--- src/rtl/core/hsc_pkg.sv ---
// shared constants, types and character class functions for the host name checker
package hsc_pkg;

  localparam int unsigned MaxNameLengthDef  = 253;
  localparam int unsigned MaxLabelLengthDef = 63;

  localparam int unsigned TotalLenW = 9;
  localparam int unsigned LabelLenW = 7;
  localparam int unsigned DotCntW   = 3;

  localparam logic [7:0] CharDot    = 8'h2e;
  localparam logic [7:0] CharHyphen = 8'h2d;

  localparam logic [DotCntW-1:0] IpDotCount = DotCntW'(3);

  localparam logic RejectIpReset = 1'b1;

  typedef struct packed {
    logic       fire;
    logic       last;
    logic [7:0] ch;
  } hsc_step_t;

  function automatic logic is_digit(input logic [7:0] c);
    return (c >= 8'h30) && (c <= 8'h39);
  endfunction

  function automatic logic is_letter(input logic [7:0] c);
    return ((c >= 8'h61) && (c <= 8'h7a)) || ((c >= 8'h41) && (c <= 8'h5a));
  endfunction

endpackage

--- src/rtl/core/hsc_eval.sv ---
// per-name counters and flags, and the verdict for the byte in flight
module hsc_eval #(
  parameter int unsigned MaxNameLength  = hsc_pkg::MaxNameLengthDef,
  parameter int unsigned MaxLabelLength = hsc_pkg::MaxLabelLengthDef
) (
  input  logic              clk_i,
  input  logic              rst_ni,
  input  hsc_pkg::hsc_step_t step_i,
  input  logic              reject_ip_i,
  output logic              name_ok_o
);
  import hsc_pkg::*;

  localparam logic [TotalLenW-1:0] NameMax  = TotalLenW'(MaxNameLength);
  localparam logic [LabelLenW-1:0] LabelMax = LabelLenW'(MaxLabelLength);

  logic [TotalLenW-1:0] total_q, total_d;
  logic [LabelLenW-1:0] label_q, label_d;
  logic [DotCntW-1:0]   dots_q, dots_d;
  logic                 hyph_q, hyph_d;
  logic                 err_q, err_d;
  logic                 digits_q, digits_d;
  logic                 is_dot, is_hyph, is_dig, is_let, err_fin;

  always_comb begin
    is_dot  = (step_i.ch == CharDot);
    is_hyph = (step_i.ch == CharHyphen);
    is_dig  = is_digit(step_i.ch);
    is_let  = is_letter(step_i.ch);

    err_d    = err_q;
    total_d  = total_q;
    label_d  = label_q;
    dots_d   = dots_q;
    hyph_d   = hyph_q;
    digits_d = digits_q;

    if (total_q >= NameMax) begin
      err_d = 1'b1;
    end else begin
      total_d = total_q + TotalLenW'(1);
    end

    if (is_dot) begin
      if ((label_q == '0) || hyph_q || step_i.last) begin
        err_d = 1'b1;
      end
      label_d = '0;
      hyph_d  = 1'b0;
      if (dots_q != '1) begin
        dots_d = dots_q + DotCntW'(1);
      end
    end else begin
      if (!is_dig && !is_let && !is_hyph) begin
        err_d = 1'b1;
      end
      if (is_hyph && (label_q == '0)) begin
        err_d = 1'b1;
      end
      if (label_q >= LabelMax) begin
        err_d = 1'b1;
      end else begin
        label_d = label_q + LabelLenW'(1);
      end
      hyph_d = is_hyph;
      if (!is_dig) begin
        digits_d = 1'b0;
      end
    end

    err_fin   = err_d | hyph_d | (reject_ip_i & digits_d & (dots_d == IpDotCount));
    name_ok_o = ~err_fin;
  end

  always_ff @(posedge clk_i or negedge rst_ni) begin
    if (!rst_ni) begin
      total_q  <= '0;
      label_q  <= '0;
      dots_q   <= '0;
      hyph_q   <= 1'b0;
      err_q    <= 1'b0;
      digits_q <= 1'b1;
    end else if (step_i.fire) begin
      if (step_i.last) begin
        total_q  <= '0;
        label_q  <= '0;
        dots_q   <= '0;
        hyph_q   <= 1'b0;
        err_q    <= 1'b0;
        digits_q <= 1'b1;
      end else begin
        total_q  <= total_d;
        label_q  <= label_d;
        dots_q   <= dots_d;
        hyph_q   <= hyph_d;
        err_q    <= err_d;
        digits_q <= digits_d;
      end
    end
  end

endmodule

--- config.mk ---
export PLATFORM = sky130hd
export DESIGN_NAME = hsc_eval
export DESIGN_NICKNAME = d
export VERILOG_FILES = /design/src/rtl/core/hsc_pkg.sv /design/src/rtl/core/hsc_eval.sv
export SDC_FILE = /design/constraint.sdc
export NUM_CORES = 1
export LEC_CHECK = 0
export ABC_AREA = 0
export CAP_MARGIN = 20
export CORE_MARGIN = 4
export CORE_UTILIZATION = 50
export CTS_BUF_LIST = sky130_fd_sc_hd__clkbuf_16
export DETAILED_ROUTE_END_ITERATION = 8
export DONT_BUFFER_PORTS = 1
export HOLD_SLACK_MARGIN = 0.12
export PLACE_DENSITY = 0.65
export RECOVER_POWER = 50
export SYNTH_ARGS = -nofsm -noshare
export SYNTH_HDL_FRONTEND = slang
export SYNTH_SLANG_ARGS = --single-unit
--- constraint.sdc ---
create_clock -name clk_i -period 2.7 [get_ports clk_i]
set_clock_uncertainty 0.05 [all_clocks]
set_input_delay 0.27 -clock clk_i [delete_from_list [all_inputs] [get_ports clk_i]]
set_output_delay 0.27 -clock clk_i [all_outputs]
set_load 0.005 [all_outputs]
==> Yosys cells after proc, flatten, opt, wreduce, memory -nomap -nowiden <==
Index checks and enable logic that the tools add are counted.
{ "op_classes": {"n_addsub": 3, "n_lt_le_gt_ge": 8, "eq_ne": 6, "n_mux": 20, "bitwise": 5, "n_reduce_logical": 15} }
{ "ops": {"columns": ["operator", "count"], "rows": [
  ["$mux 7", 3],
  ["$mux 9", 2],
  ["$eq 8x6->1 const B", 2],
  ["$ge 8x7->1 const B", 2],
  ["$le 8x7->1 const B", 2],
  ["$mux 1", 12],
  ["$add 9x1->9 const B", 1],
  ["$ge 9x8->1 const B", 1],
  ["$mux 3", 3],
  ["$ge 8x6->1 const B", 1],
  ["$le 8x6->1 const B", 1],
  ["$add 7x1->7 const B", 1],
  ["$ge 7x6->1 const B", 1],
  ["$logic_not 7->1", 1],
  ["$logic_and 1x1->1", 6],
  ["$ne 3x3->1 const B", 2],
  ["$reduce_and 2->1", 2],
  ["$add 3x1->3 const B", 1],
  ["$eq 3x2->1 const B", 1],
  ["$logic_not 1->1", 3],
  ["$logic_or 1x1->1", 3],
  ["$and 1x1->1", 2],
  ["$ne 2x2->1 const B", 1],
  ["$or 1x1->1", 2],
  ["$not 1->1", 1]
]} }
{ "totals": {"regBits": 22, "inputBits": 13, "output_inout_bits": 1, "wordCells": 63} }

==> Logic depth before layout (Yosys ltp) <==
{ "depth": {"ltp_word": 13, "depth_mapped": 8, "ltp_nobuf": 7} }

==> Worst setup path before layout <==
No wires, ideal clock.
{ "synth_path": {"path_type": "register to output", "start": "reg dots_q[0]", "end": "out name_ok_o", "arrival_time_ps": 1719, "required_time_ps": 2380, "path_slack_ps": 661, "path_stages_with_launch": 7, "n_path_buf": 0, "cell_sequence": "dfrtp_1 -> ha_1 -> nand2_1 -> nand4_4 -> or3b_4 -> a2111oi_4 -> nor3_1"} }
{ "synth_between": {"elab_chain_cells": 7, "elab_cells_between_ends": 8, "classes_between": "1 x add/sub; 2 x eq/ne; 2 x mux; 3 x bitwise"} }
{ "synth_rtl": {"columns": ["item", "line", "rtl"], "rows": [
  ["start, declared", "hsc_eval.sv:19", "logic [DotCntW-1:0] dots_q, dots_d;"],
  ["start signal, assigned", "hsc_eval.sv:94", "dots_q <= dots_d;"],
  ["$add 3x1->3 / $ne 3x3->1 (equally long branches)", "hsc_eval.sv:51, hsc_eval.sv:50", null],
  ["$mux 3", "hsc_eval.sv:50", "if (dots_q != '1) begin"],
  ["$mux 3 *", "hsc_eval.sv:44", "if (is_dot) begin"],
  ["$eq 3x2->1 *", "hsc_eval.sv:71", "err_fin = err_d | hyph_d | (reject_ip_i & digits_d & (dots_d == IpDotCount));"],
  ["$and 1x1->1 *", "hsc_eval.sv:71", null],
  ["$or 1x1->1 *", "hsc_eval.sv:71", null],
  ["$not 1->1 *", "hsc_eval.sv:72", "name_ok_o = ~err_fin;"],
  ["end, declared", "hsc_eval.sv:10", "output logic name_ok_o"]
]} }
Every way passes the cells marked *; elsewhere a longest branch is shown, timed or not.

==> Worst setup path in the final report <==
Same ends and word-level chain as after synthesis.

==> reports/metrics.cfg <==
[worst_setup_path]
cp-end-kind = output pin
worst_r2r_path_depth = 7
start_kind = flip-flop
crit_type = reg -> out
cp_num_cells = 6
crit_family = simple AND/OR/NAND/NOR gates
cp_num_buf_inv = 0
worst-endpoint-arrival_ns = 2.12
max_stage_delay_ns = 0.44
crit_slowest_cell = dfrtp_1
path_cells = ha_1 > nand2_1 > nand4_4 > or3b_4 > a2111oi_4 > nor3_1
cp_max_fo = 6
worstPathRequired_ns = 2.38

[synthesis]
synth.distinct_cells = 44
avgSynthCellArea_um2 = 9.17
synth_top_cell_by_area = dfrtp_1
synthTopCellsByArea = dfrtp_1, o21ai_0, ha_1
synth_top_family_by_area = compound AO/OA/AOI/OAI gates
synth-adder-area-share_pct = 4.46
yosys.area_share.simple_pct = 22.1
syn_inst = 153
yosys_warnings = 0
ys_async_sr_fraction_pct = 100
syn_area_mm2 = 0.00140
synth_compound_area_share_pct = 30.1
synth_edf_count = 0
synth_mux_area_share_pct = 0
synth_xor_area_share_pct = 0
synth_top_flop_cell = dfrtp_1
synth-seq-area-share_pct = 39.3
synth_top_area_share_pct = 37.5
synth_fp_nets = 171
synth-seq-cells = 22

[power]
max-vdd-ir-drop_mv = 0.332
power_density_mw_per_mm2 = 565
leakagePower_nw = 0.619

[finish]
fin_cells = 185
mostFrequentLayoutCells = dfrtp_1, nand2_1, o21ai_0
layout-drive-gt1-share_pct = 8.39
area_growth_pct = 11.0
multi_input_area_um2 = 795
fin_area_mm2 = 0.00156
final_nets = 174
final-seq-area_um2 = 552
antenna_cells = 0
fill_cells = 222
layout_commonest_cell = dfrtp_1

[floorplan]
die_area_mm2 = 0.00372
dieHeight_um = 61.0
io_pins = 14
core_mm2 = 0.00257
dieWidth_um = 61.0
initial_core_util_pct = 54.6
rows = 18

[sta]
grt_setup_unrepaired = false
max_slew.worst_pin.slew_ns = 1.06
fin_crit_sh_pct = 90.2
hold_viol = 0
fin_crit_ns = 2.44
finalSetupViolations = 0
slew_viol_final = 0
fin_setup_tns_ns = 0
slew_headroom_pct = 29.4
fmax_mhz = 411

[grt]
grt_use_met3_pct = 2.55
grt_start_max_net_pins = 23
first_global_vias = 1206
gr-usage-met2_pct = 33.9
grt.overflow.total = 0
track_usage_pct = 20.1
grt_util_met1_pct = 25.6
grt_pass1_wl_mm = 5.54
antenna_found_initial = 0
top_usage_layer = met2

[drt]
num_vias = 1201
drt-pass1-iter-count = 4
drc = 0
dr.first_iter.drc_count = 44
wl_per_cell_um = 17.7
drt.antenna.violating_nets = 0
wl_mm = 3.28
viasPerCell = 6.49

[min_path]
min_path_cells = 2
hold_class = in -> reg

[clock_tree]
cts_tree = done
cts_setup_buffers = 0
root_buffer = clkbuf_16
cts_sinks = 22
clock_latency_ns = 0.26
clkTransAtPathRegs_ns = 0.06
clk_path_buf_depth = 2
htreeDepth = 1
numCtsBuffers = 3

[placed_design]
routabilityCongestion = 0.779
numPortBuffers = 0
hpwl_mm = 2.28
place_inst = 177
postPlaceCellArea_mm2 = 0.00142

[outcome]
outcome = finished, final reports clean

[job]
maxCapViolations = 0

==> worst reg2reg max path, delay by kind of cell (launching register included) <==
family / cells / cell delay (ns)
buffers and inverters: 1 / 0.07
AND/OR/NAND/NOR: 2 / 0.40
AO/OA/AOI/OAI: 3 / 0.82
flip-flops: 1 / 0.46
adder cells (fa/ha/maj): 1 / 0.18
==> cells in the mapped netlist (2+ instances only) <==
cell,number
dfrtp_1,21
nand2_1,15
o21ai_0,15
inv_1,9
nand3_1,9
a21oi_1,7
nor3_1,6
clkbuf_1,5
ha_1,5
o31ai_1,5
nor2_1,4
o21a_1,4
o2bb2ai_1,4
o31a_1,4
a31oi_1,3
nand3b_1,3
nand4_1,3
a22o_1,2
a41oi_1,2
and2_1,2
nand2b_1,2
==> stage by stage <==
| stage | util (%) | hold WS (ns) | total power [mW] | worst slack [ns] |
|---|---|---|---|---|
| 3_3_place_gp | 55.2 | -0.0749 | 0.448 | 0.618 |
| 5_1_grt | 60.6 | 0.148 | 0.919 | 0.164 |
| 3_5_place_dp | 55.2 | -0.0750 | 0.452 | 0.548 |
| 4_1_cts | 60.5 | 0.133 | 0.887 | 0.280 |
| 2_1_floorplan | - | -0.0756 | 0.438 | 0.661 |
| 6_report | 60.6 | 0.135 | 0.880 | 0.264 |
==> path summary, 6_finish.rpt <==
kind / start / end / slack (ns)
max: dots_q[0] / name_ok_o / 0.26
min: step_i[9] / label_q[2] / 0.13
max reg2reg: total_q[1] / total_q[6] / 0.59
min reg2reg: digits_q / digits_q / 0.44
max in group asynchronous: rst_ni / err_q / 1.17
min in group asynchronous: rst_ni / total_q[5] / 0.22
==> cell type report <==
| class | count | share of cell area, % |
|---|---|---|
| multi-input cells | 116 | 51.0 |
| flip-flops and latches | 22 | 35.5 |
| clock buffers | 3 | 4.82 |
| well taps | 30 | 2.41 |
| repair buffers | 4 | 2.17 |
| inverters | 9 | 2.17 |
| clock inverters | 1 | 1.93 |
==> layer usage <==
| layer | routed length (µm) | vias up |
|---|---|---|
| met2 | 1670 | 16 |
| met5 | 0 | - |
| met1 | 1470 | 592 |
| met3 | 89 | 6 |
| li1 | - | 587 |
| met4 | 51 | 0 |
==> state kept, by name, summed over array words and instances (netlist names) <==
name and count:
digits_q 1, dots_q 3, err_q 1, hyph_q 1, label_q 7, total_q 9
==> where the power goes <==
group	internal, mW	leakage (nW)	switching, mW
logic	0.0388	0.269	0.0513
clock network	0.295	0.0511	0.126
registers	0.346	0.298	0.0234
total	0.680	0.619	0.200
==> cell families after synthesis <==
logic type	count (synthesis)
AO/OA/AOI/OAI	58
buffers and inverters	15
adder cells (fa/ha/maj)	5
AND/OR/NAND/NOR	53
flip-flops	22
==> timing repair <==
| item | in CTS | in global routing |
|---|---|---|
| hold buffers | 3 | 0 |
| hold endpoints to repair | 27 | 0 |
| setup endpoints to repair | 0 | 0 |
| gates resized for setup | 0 | 0 |
(Power assumes the default switching activity.)
